### src/rtl/jump_beat_tracker_macros.svh
`ifndef JUMP_BEAT_TRACKER_MACROS_SVH
`define JUMP_BEAT_TRACKER_MACROS_SVH

// same-cycle implication on clk, held off during reset
`define JBT_ASSERT_IMP(lbl, ante, cons) \
    lbl: assert property (@(posedge clk) disable iff (!rst_n) (ante) |-> (cons)) \
        else $error("jump_beat_tracker assertion failed");

// next-cycle implication on clk, held off during reset
`define JBT_ASSERT_NXT(lbl, ante, cons) \
    lbl: assert property (@(posedge clk) disable iff (!rst_n) (ante) |=> (cons)) \
        else $error("jump_beat_tracker assertion failed");

`endif

### src/rtl/jbt_pkg.sv
package jbt_pkg;

    localparam int DEFAULT_HISTORY_DEPTH = 3;
    localparam int ADDR_W = 4;
    localparam int DATA_W = 32;
    localparam int BPM_Q8_NUMERATOR = 15360000;

    localparam logic [15:0] AIR_THRESHOLD_RST = 16'd819;
    localparam logic [7:0]  CONFIRM_COUNT_RST = 8'd2;
    localparam logic [15:0] BEAT_LEAD_RST     = 16'd150;
    localparam logic [15:0] REGULAR_WINDOW_RST = 16'd1500;
    localparam logic [7:0]  RUN_MAX = 8'd255;
    localparam logic [15:0] BPM_SAT = 16'hFFFF;

    typedef enum logic [1:0] {
        REG_AIR_THRESHOLD  = 2'd0,
        REG_CONFIRM_COUNT  = 2'd1,
        REG_BEAT_LEAD      = 2'd2,
        REG_REGULAR_WINDOW = 2'd3
    } jbt_reg_t;

    typedef struct packed {
        logic busy;
        logic done;
    } jbt_div_status_t;

    function automatic logic [7:0] sat_inc8(input logic [7:0] v);
        return (v == RUN_MAX) ? v : v + 8'd1;
    endfunction

endpackage

### src/rtl/jbt_div.sv
module jbt_div #(
    parameter int DIVIDEND_W = 35
) (
    input  logic                        clk,
    input  logic                        rst_n,
    input  logic                        start,
    input  logic [DIVIDEND_W-1:0]       dividend,
    input  logic [31:0]                 divisor,
    output logic [DIVIDEND_W-1:0]       quotient,
    output jbt_pkg::jbt_div_status_t    status
);
    import jbt_pkg::*;

    localparam int CNT_W = $clog2(DIVIDEND_W + 1);

    logic                  busy_reg, busy_next;
    logic                  done_reg, done_next;
    logic [CNT_W-1:0]      count_reg, count_next;
    logic [31:0]           rem_reg, rem_next;
    logic [31:0]           divisor_reg, divisor_next;
    logic [DIVIDEND_W-1:0] quo_reg, quo_next;
    logic [32:0]           trial;
    logic [32:0]           diff;
    logic                  ge;

    // restoring division, one quotient bit per cycle
    always_comb
    begin
        trial = {rem_reg, quo_reg[DIVIDEND_W-1]};
        diff  = trial - {1'b0, divisor_reg};
        ge    = (trial >= {1'b0, divisor_reg});

        busy_next    = busy_reg;
        done_next    = 1'b0;
        count_next   = count_reg;
        rem_next     = rem_reg;
        divisor_next = divisor_reg;
        quo_next     = quo_reg;

        if (start)
        begin
            busy_next    = 1'b1;
            count_next   = CNT_W'(DIVIDEND_W);
            rem_next     = 32'd0;
            divisor_next = divisor;
            quo_next     = dividend;
        end
        else if (busy_reg)
        begin
            rem_next   = ge ? diff[31:0] : trial[31:0];
            quo_next   = {quo_reg[DIVIDEND_W-2:0], ge};
            count_next = count_reg - 1'b1;
            if (count_reg == CNT_W'(1))
            begin
                busy_next = 1'b0;
                done_next = 1'b1;
            end
        end
    end

    always_ff @(posedge clk or negedge rst_n)
    begin
        if (!rst_n)
        begin
            busy_reg  <= 1'b0;
            done_reg  <= 1'b0;
            count_reg <= '0;
        end
        else
        begin
            busy_reg  <= busy_next;
            done_reg  <= done_next;
            count_reg <= count_next;
        end
    end

    always_ff @(posedge clk)
    begin
        rem_reg     <= rem_next;
        divisor_reg <= divisor_next;
        quo_reg     <= quo_next;
    end

    assign quotient    = quo_reg;
    assign status.busy = busy_reg;
    assign status.done = done_reg;

endmodule

### src/rtl/jump_beat_tracker.sv
// jump beat tracker
// sample channel: sample_valid/sample_stall carry one beat of magnitude (signed
// Q3.12) and now_ms. result channel: result_valid/result_stall carry one beat
// per sample with the airborne state, start/middle/end/beat pulses, the strong
// flag, the average jump interval and the bpm in Q8.8.
// a sample with no confirmed jump start goes from S_STEP straight to S_BEAT,
// where its result is registered; no new sample is taken before the block is
// back in S_IDLE. a sample that confirms a start is pushed into the history,
// which is then summed one entry per cycle; the shared bit-serial divider
// (SUM_W bits, 35 at depth 3) then runs once for the mean and once for the
// bpm, the bpm division being skipped when the mean is zero or less, which
// saturates the bpm.
// sample_stall is high while a sample is being worked on.
// if result_stall holds a result, the next sample is still accepted and worked
// on; it waits in its last step until the result register frees up.
// configuration is to be written through the apb port while the block is idle;
// the block does not enforce this. reset restores the register defaults, clears
// tracking state, saturates bpm, one zero interval in history; no clearing pass.
module jump_beat_tracker #(
    parameter int HISTORY_DEPTH = jbt_pkg::DEFAULT_HISTORY_DEPTH
) (
    input  logic                         clk,
    input  logic                         rst_n,
    input  logic                         psel,
    input  logic                         penable,
    input  logic                         pwrite,
    input  logic [jbt_pkg::ADDR_W-1:0]   paddr,
    input  logic [jbt_pkg::DATA_W-1:0]   pwdata,
    output logic [jbt_pkg::DATA_W-1:0]   prdata,
    output logic                         pready,
    input  logic                         sample_valid,
    output logic                         sample_stall,
    input  logic signed [15:0]           magnitude,
    input  logic [31:0]                  now_ms,
    output logic                         result_valid,
    input  logic                         result_stall,
    output logic                         airborne,
    output logic                         start_pulse,
    output logic                         middle_pulse,
    output logic                         end_pulse,
    output logic                         beat_pulse,
    output logic                         strong_beat,
    output logic signed [31:0]           avg_interval_ms,
    output logic [15:0]                  bpm_q8
);
    import jbt_pkg::*;

    `include "jump_beat_tracker_macros.svh"

    localparam int CNT_W = $clog2(HISTORY_DEPTH + 1);
    localparam int IDX_W = (HISTORY_DEPTH > 1) ? $clog2(HISTORY_DEPTH) : 1;
    localparam int SUM_W = 32 + $clog2(HISTORY_DEPTH) + 1;

    typedef enum logic [3:0] {
        S_IDLE,
        S_STEP,
        S_SUM,
        S_DIV_AVG,
        S_WAIT_AVG,
        S_DIV_BPM,
        S_WAIT_BPM,
        S_BEAT
    } state_t;

    // configuration registers
    logic [15:0] air_threshold_reg;
    logic [7:0]  confirm_count_reg;
    logic [15:0] beat_lead_reg;
    logic [15:0] regular_window_reg;
    logic        cfg_write;

    assign pready    = 1'b1;
    assign cfg_write = psel && penable && pwrite;

    always_ff @(posedge clk or negedge rst_n)
    begin
        if (!rst_n)
        begin
            air_threshold_reg  <= AIR_THRESHOLD_RST;
            confirm_count_reg  <= CONFIRM_COUNT_RST;
            beat_lead_reg      <= BEAT_LEAD_RST;
            regular_window_reg <= REGULAR_WINDOW_RST;
        end
        else if (cfg_write)
        begin
            case (jbt_reg_t'(paddr[3:2]))
                REG_AIR_THRESHOLD:  air_threshold_reg  <= pwdata[15:0];
                REG_CONFIRM_COUNT:  confirm_count_reg  <= pwdata[7:0];
                REG_BEAT_LEAD:      beat_lead_reg      <= pwdata[15:0];
                REG_REGULAR_WINDOW: regular_window_reg <= pwdata[15:0];
                default:            ;
            endcase
        end
    end

    always_comb
    begin
        case (jbt_reg_t'(paddr[3:2]))
            REG_AIR_THRESHOLD:  prdata = {{16{air_threshold_reg[15]}}, air_threshold_reg};
            REG_CONFIRM_COUNT:  prdata = {24'd0, confirm_count_reg};
            REG_BEAT_LEAD:      prdata = {16'd0, beat_lead_reg};
            REG_REGULAR_WINDOW: prdata = {16'd0, regular_window_reg};
            default:            prdata = '0;
        endcase
    end

    // tracking state
    state_t            state_reg, state_next;
    logic [15:0]       mag_reg, mag_next;
    logic [31:0]       now_reg, now_next;
    logic              airborne_reg, airborne_next;
    logic [7:0]        high_run_reg, high_run_next;
    logic [7:0]        low_run_reg, low_run_next;
    logic [31:0]       first_high_reg, first_high_next;
    logic [31:0]       first_low_reg, first_low_next;
    logic [31:0]       jump_start_reg, jump_start_next;
    logic [31:0]       air_dur_reg, air_dur_next;
    logic [31:0]       cur_int_reg, cur_int_next;
    logic [31:0]       hist_reg [HISTORY_DEPTH];
    logic [31:0]       hist_next [HISTORY_DEPTH];
    logic [CNT_W-1:0]  count_reg, count_next;
    logic [31:0]       last_beat_reg, last_beat_next;
    logic              start_done_reg, start_done_next;
    logic              end_done_reg, end_done_next;
    logic              middle_done_reg, middle_done_next;
    logic              beat_done_reg, beat_done_next;
    logic              strong_reg, strong_next;
    logic [31:0]       avg_reg, avg_next;
    logic [15:0]       bpm_reg, bpm_next;
    logic              start_p_reg, start_p_next;
    logic              mid_p_reg, mid_p_next;
    logic              end_p_reg, end_p_next;
    logic [SUM_W-1:0]  sum_reg, sum_next;
    logic [CNT_W-1:0]  idx_reg, idx_next;

    // result register
    logic              res_valid_reg, res_valid_next;
    logic              res_airborne_reg, res_airborne_next;
    logic              res_start_reg, res_start_next;
    logic              res_mid_reg, res_mid_next;
    logic              res_end_reg, res_end_next;
    logic              res_beat_reg, res_beat_next;
    logic              res_strong_reg, res_strong_next;
    logic [31:0]       res_avg_reg, res_avg_next;
    logic [15:0]       res_bpm_reg, res_bpm_next;

    // per-sample update terms
    logic              is_high;
    logic [7:0]        hr_step, lr_step;
    logic [31:0]       fh_step, fl_step;
    logic [31:0]       gap;
    logic              long_ago;
    logic              go_high, go_low;
    logic              new_start, new_end;
    logic [31:0]       cur_int_step, jump_start_step, air_dur_step;
    logic              airborne_step;
    logic [31:0]       air_round;
    logic [31:0]       half;
    logic [31:0]       mid_diff;
    logic              mid_hit;

    // shared divider
    logic                    div_start;
    logic [SUM_W-1:0]        div_dividend;
    logic [31:0]             div_divisor;
    logic [SUM_W-1:0]        div_quotient;
    jbt_div_status_t         div_status;
    logic [SUM_W-1:0]        abs_sum;
    logic [31:0]             avg_calc;
    logic [31:0]             next_beat;
    logic [31:0]             beat_diff;
    logic                    beat_hit;

    assign sample_stall = (state_reg != S_IDLE);

    always_comb
    begin
        is_high = $signed(mag_reg) > $signed(air_threshold_reg);
        hr_step = is_high ? sat_inc8(high_run_reg) : 8'd0;
        lr_step = is_high ? 8'd0 : sat_inc8(low_run_reg);
        fh_step = (is_high && high_run_reg == 8'd0) ? now_reg : first_high_reg;
        fl_step = (!is_high && low_run_reg == 8'd1) ? now_reg : first_low_reg;

        gap      = now_reg - last_beat_reg;
        long_ago = $signed(gap) > $signed({16'd0, regular_window_reg});

        go_high   = (hr_step >= confirm_count_reg);
        go_low    = !go_high && (lr_step >= confirm_count_reg);
        new_start = go_high && !start_done_reg;
        new_end   = go_low && !end_done_reg;

        cur_int_step    = (new_start && !long_ago) ? (now_reg - jump_start_reg) : cur_int_reg;
        jump_start_step = new_start ? fh_step : jump_start_reg;
        air_dur_step    = new_end ? (fl_step - jump_start_reg) : air_dur_reg;
        airborne_step   = go_high ? 1'b1 : (go_low ? 1'b0 : airborne_reg);

        // signed halving, truncated toward zero
        air_round = air_dur_step + {31'd0, air_dur_step[31]};
        half      = {air_round[31], air_round[31:1]};
        mid_diff  = now_reg - (jump_start_step + half);
        mid_hit   = airborne_step && !mid_diff[31] && !middle_done_reg;
    end

    always_comb
    begin
        abs_sum   = sum_reg[SUM_W-1] ? (~sum_reg + 1'b1) : sum_reg;
        avg_calc  = sum_reg[SUM_W-1] ? (~div_quotient[31:0] + 32'd1) : div_quotient[31:0];
        next_beat = jump_start_reg + avg_reg - {16'd0, beat_lead_reg};
        beat_diff = now_reg - next_beat;
        beat_hit  = !beat_diff[31] && !beat_done_reg;

        div_start    = (state_reg == S_DIV_AVG) || (state_reg == S_DIV_BPM);
        div_dividend = (state_reg == S_DIV_AVG) ? abs_sum : SUM_W'(BPM_Q8_NUMERATOR);
        div_divisor  = (state_reg == S_DIV_AVG) ? 32'(count_reg) : avg_reg;
    end

    jbt_div #(
        .DIVIDEND_W (SUM_W)
    ) u_div (
        .clk      (clk),
        .rst_n    (rst_n),
        .start    (div_start),
        .dividend (div_dividend),
        .divisor  (div_divisor),
        .quotient (div_quotient),
        .status   (div_status)
    );

    always_comb
    begin
        state_next        = state_reg;
        mag_next          = mag_reg;
        now_next          = now_reg;
        airborne_next     = airborne_reg;
        high_run_next     = high_run_reg;
        low_run_next      = low_run_reg;
        first_high_next   = first_high_reg;
        first_low_next    = first_low_reg;
        jump_start_next   = jump_start_reg;
        air_dur_next      = air_dur_reg;
        cur_int_next      = cur_int_reg;
        hist_next         = hist_reg;
        count_next        = count_reg;
        last_beat_next    = last_beat_reg;
        start_done_next   = start_done_reg;
        end_done_next     = end_done_reg;
        middle_done_next  = middle_done_reg;
        beat_done_next    = beat_done_reg;
        strong_next       = strong_reg;
        avg_next          = avg_reg;
        bpm_next          = bpm_reg;
        start_p_next      = start_p_reg;
        mid_p_next        = mid_p_reg;
        end_p_next        = end_p_reg;
        sum_next          = sum_reg;
        idx_next          = idx_reg;
        res_valid_next    = res_valid_reg && result_stall;
        res_airborne_next = res_airborne_reg;
        res_start_next    = res_start_reg;
        res_mid_next      = res_mid_reg;
        res_end_next      = res_end_reg;
        res_beat_next     = res_beat_reg;
        res_strong_next   = res_strong_reg;
        res_avg_next      = res_avg_reg;
        res_bpm_next      = res_bpm_reg;

        case (state_reg)
            S_IDLE:
            begin
                if (sample_valid)
                begin
                    mag_next   = magnitude;
                    now_next   = now_ms;
                    state_next = S_STEP;
                end
            end
            S_STEP:
            begin
                high_run_next    = hr_step;
                low_run_next     = lr_step;
                first_high_next  = fh_step;
                first_low_next   = fl_step;
                cur_int_next     = cur_int_step;
                jump_start_next  = jump_start_step;
                air_dur_next     = air_dur_step;
                airborne_next    = airborne_step;
                start_done_next  = go_high ? 1'b1 : (go_low ? 1'b0 : start_done_reg);
                end_done_next    = go_high ? 1'b0 : (go_low ? 1'b1 : end_done_reg);
                middle_done_next = airborne_step && (middle_done_reg || mid_hit);
                beat_done_next   = new_start ? 1'b0 : beat_done_reg;
                start_p_next     = new_start;
                mid_p_next       = mid_hit;
                end_p_next       = new_end;
                if (new_start)
                begin
                    // push the interval, dropping the oldest when full
                    for (int i = 0; i < HISTORY_DEPTH; i++)
                    begin
                        if (count_reg < CNT_W'(HISTORY_DEPTH))
                        begin
                            if (CNT_W'(i) == count_reg)
                            begin
                                hist_next[i] = cur_int_step;
                            end
                        end
                        else if (i == HISTORY_DEPTH - 1)
                        begin
                            hist_next[i] = cur_int_step;
                        end
                        else
                        begin
                            hist_next[i] = hist_reg[(i + 1) % HISTORY_DEPTH];
                        end
                    end
                    if (count_reg < CNT_W'(HISTORY_DEPTH))
                    begin
                        count_next = count_reg + 1'b1;
                    end
                    sum_next   = '0;
                    idx_next   = '0;
                    state_next = S_SUM;
                end
                else
                begin
                    state_next = S_BEAT;
                end
            end
            S_SUM:
            begin
                sum_next = sum_reg + SUM_W'($signed(hist_reg[idx_reg[IDX_W-1:0]]));
                idx_next = idx_reg + 1'b1;
                if (CNT_W'(idx_reg + 1'b1) == count_reg)
                begin
                    state_next = S_DIV_AVG;
                end
            end
            S_DIV_AVG:
            begin
                state_next = S_WAIT_AVG;
            end
            S_WAIT_AVG:
            begin
                if (div_status.done)
                begin
                    avg_next = avg_calc;
                    if ($signed(avg_calc) <= 0)
                    begin
                        bpm_next   = BPM_SAT;
                        state_next = S_BEAT;
                    end
                    else
                    begin
                        state_next = S_DIV_BPM;
                    end
                end
            end
            S_DIV_BPM:
            begin
                state_next = S_WAIT_BPM;
            end
            S_WAIT_BPM:
            begin
                if (div_status.done)
                begin
                    bpm_next   = (|div_quotient[SUM_W-1:16]) ? BPM_SAT : div_quotient[15:0];
                    state_next = S_BEAT;
                end
            end
            S_BEAT:
            begin
                if (!res_valid_reg || !result_stall)
                begin
                    if (beat_hit)
                    begin
                        beat_done_next = 1'b1;
                        strong_next    = !strong_reg;
                        last_beat_next = next_beat;
                    end
                    res_valid_next    = 1'b1;
                    res_airborne_next = airborne_reg;
                    res_start_next    = start_p_reg;
                    res_mid_next      = mid_p_reg;
                    res_end_next      = end_p_reg;
                    res_beat_next     = beat_hit;
                    res_strong_next   = beat_hit ? !strong_reg : strong_reg;
                    res_avg_next      = avg_reg;
                    res_bpm_next      = bpm_reg;
                    state_next        = S_IDLE;
                end
            end
            default:
            begin
                state_next = S_IDLE;
            end
        endcase
    end

    always_ff @(posedge clk or negedge rst_n)
    begin
        if (!rst_n)
        begin
            state_reg       <= S_IDLE;
            airborne_reg    <= 1'b0;
            high_run_reg    <= 8'd0;
            low_run_reg     <= 8'd0;
            first_high_reg  <= 32'd0;
            first_low_reg   <= 32'd0;
            jump_start_reg  <= 32'd0;
            air_dur_reg     <= 32'd0;
            cur_int_reg     <= 32'd0;
            for (int i = 0; i < HISTORY_DEPTH; i++)
            begin
                hist_reg[i] <= 32'd0;
            end
            count_reg       <= CNT_W'(1);
            last_beat_reg   <= 32'd0;
            start_done_reg  <= 1'b0;
            end_done_reg    <= 1'b0;
            middle_done_reg <= 1'b0;
            beat_done_reg   <= 1'b0;
            strong_reg      <= 1'b0;
            avg_reg         <= 32'd0;
            bpm_reg         <= BPM_SAT;
            start_p_reg     <= 1'b0;
            mid_p_reg       <= 1'b0;
            end_p_reg       <= 1'b0;
            idx_reg         <= '0;
            res_valid_reg   <= 1'b0;
        end
        else
        begin
            state_reg       <= state_next;
            airborne_reg    <= airborne_next;
            high_run_reg    <= high_run_next;
            low_run_reg     <= low_run_next;
            first_high_reg  <= first_high_next;
            first_low_reg   <= first_low_next;
            jump_start_reg  <= jump_start_next;
            air_dur_reg     <= air_dur_next;
            cur_int_reg     <= cur_int_next;
            hist_reg        <= hist_next;
            count_reg       <= count_next;
            last_beat_reg   <= last_beat_next;
            start_done_reg  <= start_done_next;
            end_done_reg    <= end_done_next;
            middle_done_reg <= middle_done_next;
            beat_done_reg   <= beat_done_next;
            strong_reg      <= strong_next;
            avg_reg         <= avg_next;
            bpm_reg         <= bpm_next;
            start_p_reg     <= start_p_next;
            mid_p_reg       <= mid_p_next;
            end_p_reg       <= end_p_next;
            idx_reg         <= idx_next;
            res_valid_reg   <= res_valid_next;
        end
    end

    always_ff @(posedge clk)
    begin
        mag_reg          <= mag_next;
        now_reg          <= now_next;
        sum_reg          <= sum_next;
        res_airborne_reg <= res_airborne_next;
        res_start_reg    <= res_start_next;
        res_mid_reg      <= res_mid_next;
        res_end_reg      <= res_end_next;
        res_beat_reg     <= res_beat_next;
        res_strong_reg   <= res_strong_next;
        res_avg_reg      <= res_avg_next;
        res_bpm_reg      <= res_bpm_next;
    end

    assign result_valid    = res_valid_reg;
    assign airborne        = res_airborne_reg;
    assign start_pulse     = res_start_reg;
    assign middle_pulse    = res_mid_reg;
    assign end_pulse       = res_end_reg;
    assign beat_pulse      = res_beat_reg;
    assign strong_beat     = res_strong_reg;
    assign avg_interval_ms = res_avg_reg;
    assign bpm_q8          = res_bpm_reg;

    `JBT_ASSERT_NXT(a_accept_to_step, sample_valid && !sample_stall, state_reg == S_STEP)
    `JBT_ASSERT_IMP(a_start_end_apart, result_valid, !(start_pulse && end_pulse))
    `JBT_ASSERT_IMP(a_mid_in_air, result_valid && middle_pulse, airborne)
    `JBT_ASSERT_IMP(a_count_range, 1'b1, count_reg >= CNT_W'(1) && count_reg <= CNT_W'(HISTORY_DEPTH))
    `JBT_ASSERT_IMP(a_div_done_waited, div_status.done, state_reg == S_WAIT_AVG || state_reg == S_WAIT_BPM)
    `JBT_ASSERT_IMP(a_div_start_idle, div_start, !div_status.busy)

endmodule
### config.mk
export PLATFORM = sky130hd
export DESIGN_NAME = jump_beat_tracker
export DESIGN_NICKNAME = d
export VERILOG_FILES = /design/src/rtl/jbt_pkg.sv /design/src/rtl/jbt_div.sv /design/src/rtl/jump_beat_tracker.sv
export VERILOG_INCLUDE_DIRS = /design/src /design/src/rtl
export SDC_FILE = /design/constraint.sdc
export NUM_CORES = 2
export LEC_CHECK = 0
export BUFFER_PORTS_ARGS = -buffer_cell sky130_fd_sc_hd__buf_2
export CELL_PAD_IN_SITES_DETAIL_PLACEMENT = 0
export CELL_PAD_IN_SITES_GLOBAL_PLACEMENT = 1
export CORE_ASPECT_RATIO = 0.7
export CORE_MARGIN = 2
export CORE_UTILIZATION = 49
export DETAILED_ROUTE_END_ITERATION = 10
export PLACE_DENSITY_LB_ADDON = 0.1
export SLEW_MARGIN = 20
export SYNTH_ARGS = -nofsm -noshare
export SYNTH_HDL_FRONTEND = slang
export SYNTH_SLANG_ARGS = --single-unit
### constraint.sdc
create_clock -name clk -period 11.4 [get_ports clk]
set_clock_uncertainty 0.2 [all_clocks]
set_input_delay 3.42 -clock clk [delete_from_list [all_inputs] [get_ports clk]]
set_output_delay 3.42 -clock clk [all_outputs]
set_load 0.1 [all_outputs]
==> summary.log <==
qor: outcome.outcome complete, no violations
qor: logic_synthesis.synth_top_flop_cell sky130_fd_sc_hd__dfrtp_1
qor: logic_synthesis.ys_warn_count 0
qor: sta.total_negative_setup_slacks 0 ns
qor: sta.setup_violations 0
qor: final_layout.regArea 17600 sq um
qor: floorplan.die_area 92600 sq um
qor: placed_design.detailedPlacementHpwl 94600 um
qor: floorplan.placeableCoreArea 89700 sq um
qor: final_layout.largest_register_ff_count 96
qor: logic_synthesis.synthesis.instances 4768
qor: grt.grt.met2_usage 38.7%
qor: setup_path.start_kind flip-flop
qor: setup_path.crit_slowest_cell sky130_fd_sc_hd__dfstp_2
qor: logic_synthesis.synth.ff_latch_count 669
qor: setup_path.worstSetupPathType reg -> reg
qor: drt.drt-initial-drc-count 3092
qor: setup_path.critical_path_peak_fanout 21
qor: setup_path.cp-end-kind flip-flop
qor: final_layout.number_of_inserted_filler_cells_in_the_final_layout 8265
qor: clock_network.cts-buffers-inserted 73
qor: final_layout.post_layout_nonfiller_instances 6099
qor: clock_network.clk_pin_slew 0.06 ns
qor: setup_path.slowest_delay 0.53 ns
qor: sta.layout_setup_ws 0.722 ns
qor: setup_path.crit_buf_inv 3
qor: clock_network.cts_root_buf sky130_fd_sc_hd__clkbuf_16
qor: final_layout.drive_gt1_share 13.1%
qor: sta.grt_setup_unrepaired no
qor: logic_synthesis.syn-num-nets 5237
qor: grt.busiest_layer_in_global_routing met1
qor: clock_network.cts.htree.levels 3
qor: grt.grt_overflow 0
qor: grt.gr-usage-met3 4.86%
qor: setup_path.cp_delay_by_family_top compound AO/OA/AOI/OAI gates
qor: setup_path.ff2ff_setup_slack 0.72 ns
qor: logic_synthesis.yosysTopAreaCellShare 22.5%
qor: floorplan.die_ht 255 um
qor: final_layout.footprint_of_the_multi_input_gates 24400 sq um
qor: grt.grt.met1_usage 45.0%
qor: sta.fmax 93.7 MHz
qor: sta.drv_slew 0
qor: setup_path.crit_required 11.74 ns
qor: placed_design.gp_routability_congestion 0.920
qor: clock_network.insertion_delay 0.67 ns
qor: sta.whs 0.247 ns
qor: drt.routed_wl 129000 um
qor: final_layout.num-nets-final 5332
qor: sta.worst_slew_margin_rel 21.7%
qor: logic_synthesis.synth.distinct_cells 89
qor: drt.dr_total_vias 34946
qor: drt.vias_per_cell 5.73
qor: floorplan.rows 92
qor: sta.hold_violations 0
qor: drt.route.antenna.remaining_nets 0
qor: grt.first_global_vias 32399
qor: floorplan.starting_density 49.3%
qor: flow_run.drv.max_cap_violation_count 0
qor: placed_design.pre_cts_ws 0.694 ns
qor: final_layout.area_growth_syn_to_layout 10.4%
qor: logic_synthesis.ys_seq_area_share 39.9%
qor: clock_network.clock_tree_from_tritoncts yes
qor: setup_path.cpMostUsedCell sky130_fd_sc_hd__a21oi_1
qor: placed_design.dp.cells 5963
qor: sta.tightestPinTransition 1.15 ns
qor: sta.fin_crit 10.68 ns
qor: drt.wl_per_cell 21.2 um
qor: setup_path.timing.critical_path.arrival 11.02 ns
qor: logic_synthesis.asr_flop_ratio_synth 64.7%
qor: final_layout.n_antenna_cell 0
qor: floorplan.num_io_pins 180
qor: sta.post-route-period-util 93.7%
qor: power.power.static_leakage 21.4 nW
qor: drt.dr.pass1.iters 5
qor: logic_synthesis.synth_top_cell_by_area sky130_fd_sc_hd__dfrtp_1
qor: grt.wire_length_of_the_first_global_routing_pass 198000 um
qor: hold_path.hold_class reg -> reg
qor: clock_network.clock_path_buffers 3
qor: power.ir_drop 0.138 mV
qor: logic_synthesis.synthesis.area 44200 sq um
qor: power.power_per_cell_area 258 nW/um^2
qor: placed_design.port_buffers 160
qor: logic_synthesis.synth_area_leaders sky130_fd_sc_hd__dfrtp_1 23%, sky130_fd_sc_hd__edfxtp_1 14%, sky130_fd_sc_hd__ha_1 9.3%
qor: clock_network.tritoncts_num_sinks 669
qor: grt.pin_count_of_the_biggest_net_entering_global_routing 135
qor: logic_synthesis.synth_enable_flop_cells 204
qor: floorplan.die_wd 363 um
qor: grt.grt_util_all_layers 27.8%
qor: grt.antenna_found_initial 7
qor: logic_synthesis.synthesized_area_per_cell 9.26 sq um
qor: drt.drt_drc_violations_left 0
## cells by family (layout without fill, tap and decap cells)
| family | Yosys count | count (layout) | synth area share (%) |
|---|---|---|---|
| buffers and inverters | 573 | 729 | 5.07 |
| adder cells (fa/ha/maj) | 378 | 378 | 11.6 |
| multiplexers | 304 | 304 | 7.64 |
| XOR/XNOR | 263 | 263 | 5.22 |
| AO/OA/AOI/OAI | 1229 | 1229 | 17.0 |
| flip-flops | 669 | 669 | 39.9 |
| AND/OR/NAND/NOR | 1351 | 1351 | 13.6 |
| other | 1 | 1 | 0.00849 |
## path summary, 6_finish.rpt
kind / startpoint / end / depth (start not counted)
worst max-delay path: air_threshold_reg[5]$_DFFE_PN1P_ / mid_p_reg$_DFFE_PN0P_ / 43
max in group asynchronous: rst_n / air_threshold_reg[12]$_DFFE_PN0P_ / 3
worst max register to register: air_threshold_reg[5]$_DFFE_PN1P_ / mid_p_reg$_DFFE_PN0P_ / 43
min in group asynchronous: rst_n / first_high_reg[22]$_DFFE_PN0P_ / 1
worst min-delay path: mid_p_reg$_DFFE_PN0P_ / middle_pulse$_DFFE_PP_ / 0
worst min register to register: mid_p_reg$_DFFE_PN0P_ / middle_pulse$_DFFE_PP_ / 0
## power breakdown
| group | internal, mW | switching (mW) |
|---|---|---|
| Sequential | 3.17 | 0.477 |
| Combinational | 2.36 | 4.06 |
| Clock | 1.46 | 1.06 |
| Total | 6.98 | 5.61 |
## synth_stat cells, drive strengths merged, types with 35 or more instances
cell and n:
ha 328, a211oi 45, o21ai 477, fa 50, a21o 98, nand3 68, mux2i 112, nor2 374
edfxtp 204, clkbuf 166, buf 52, dfstp 35, xnor2 128, inv 355, xor2 135, a21oi 283
a31oi 48, nor3 53, dfrtp 398, nand2b 49, nor2b 39, nand4 45, mux2 184, o31ai 40
nand2 587
## routing by layer
| layer | wire, um | vias to the layer above |
|---|---|---|
| li1 | - | 16999 |
| met5 | 0 | - |
| met1 | 67500 | 16851 |
| met4 | 1880 | 0 |
| met3 | 8190 | 115 |
| met2 | 51800 | 981 |
## worst register-to-register path: cells and delay by family (launching register included)
family / cells / cell delay, ns
AOI/OAI and AO/OA: 19 / 4.59
xor gates and xnor gates: 5 / 0.92
adders and majority gates: 5 / 1.41
buffers and inverters: 3 / 0.53
DFF: 1 / 0.53
muxes: 3 / 0.78
and+or+nand+nor: 8 / 1.62
## layout make-up
type / instances / share of cell area (%)
Multi-Input combinational cell: 3526 / 50.0
Timing Repair Buffer: 238 / 2.89
Sequential cell: 669 / 36.2
Clock buffer: 99 / 4.29
Clock inverter: 37 / 0.855
Inverter: 355 / 2.73
Tap cell: 1175 / 3.02
## cell usage in the layout, fill, tap and decap left out, types with 13 or more instances in the layout
| master | instances |
|---|---|
| sky130_fd_sc_hd__a211oi_1 | 45 |
| sky130_fd_sc_hd__a21o_1 | 98 |
| sky130_fd_sc_hd__a21oi_1 | 280 |
| sky130_fd_sc_hd__a22o_1 | 14 |
| sky130_fd_sc_hd__a31oi_1 | 48 |
| sky130_fd_sc_hd__and2_1 | 13 |
| sky130_fd_sc_hd__and3_1 | 23 |
| sky130_fd_sc_hd__buf_2 | 159 |
| sky130_fd_sc_hd__buf_4 | 77 |
| sky130_fd_sc_hd__clkbuf_1 | 14 |
| sky130_fd_sc_hd__clkbuf_16 | 77 |
| sky130_fd_sc_hd__clkinv_2 | 15 |
| sky130_fd_sc_hd__dfrtp_1 | 396 |
| sky130_fd_sc_hd__dfstp_2 | 35 |
| sky130_fd_sc_hd__dfxtp_1 | 32 |
| sky130_fd_sc_hd__edfxtp_1 | 204 |
| sky130_fd_sc_hd__fa_1 | 50 |
| sky130_fd_sc_hd__ha_1 | 328 |
| sky130_fd_sc_hd__inv_1 | 353 |
| sky130_fd_sc_hd__mux2_2 | 183 |
| sky130_fd_sc_hd__mux2i_1 | 112 |
| sky130_fd_sc_hd__nand2_1 | 584 |
| sky130_fd_sc_hd__nand2b_1 | 46 |
| sky130_fd_sc_hd__nand3_1 | 68 |
| sky130_fd_sc_hd__nand4_1 | 45 |
| sky130_fd_sc_hd__nor2_1 | 372 |
| sky130_fd_sc_hd__nor2b_1 | 38 |
| sky130_fd_sc_hd__nor3_1 | 50 |
| sky130_fd_sc_hd__nor4_1 | 16 |
| sky130_fd_sc_hd__o211ai_1 | 18 |
| sky130_fd_sc_hd__o21a_1 | 34 |
| sky130_fd_sc_hd__o21ai_0 | 474 |
| sky130_fd_sc_hd__o21bai_1 | 24 |
| sky130_fd_sc_hd__o22a_1 | 21 |
| sky130_fd_sc_hd__o31ai_1 | 39 |
| sky130_fd_sc_hd__or3_1 | 28 |
| sky130_fd_sc_hd__xnor2_1 | 128 |
| sky130_fd_sc_hd__xor2_1 | 134 |
## timing repair
action	CTS	global route
hold endpoints to repair	0	0
hold buffers	0	0
endpoints found under the setup margin	0	2
gates resized for setup	0	2
buffers inserted	0	0
## per-stage QoR
| step | utilization, % | cell area [sq um] | power, mW |
|---|---|---|---|
| 2_1_floorplan | - | 44200 | 8.34 |
| 3_3_place_gp | 51.6 | 46200 | 9.92 |
| 3_5_place_dp | 51.6 | 46200 | 9.98 |
| 4_1_cts | 54.4 | 48700 | 12.6 |
| 5_1_grt | 54.4 | 48800 | 13.5 |
| 6_report | 54.4 | 48800 | 12.6 |
(Power assumes the default switching activity.)
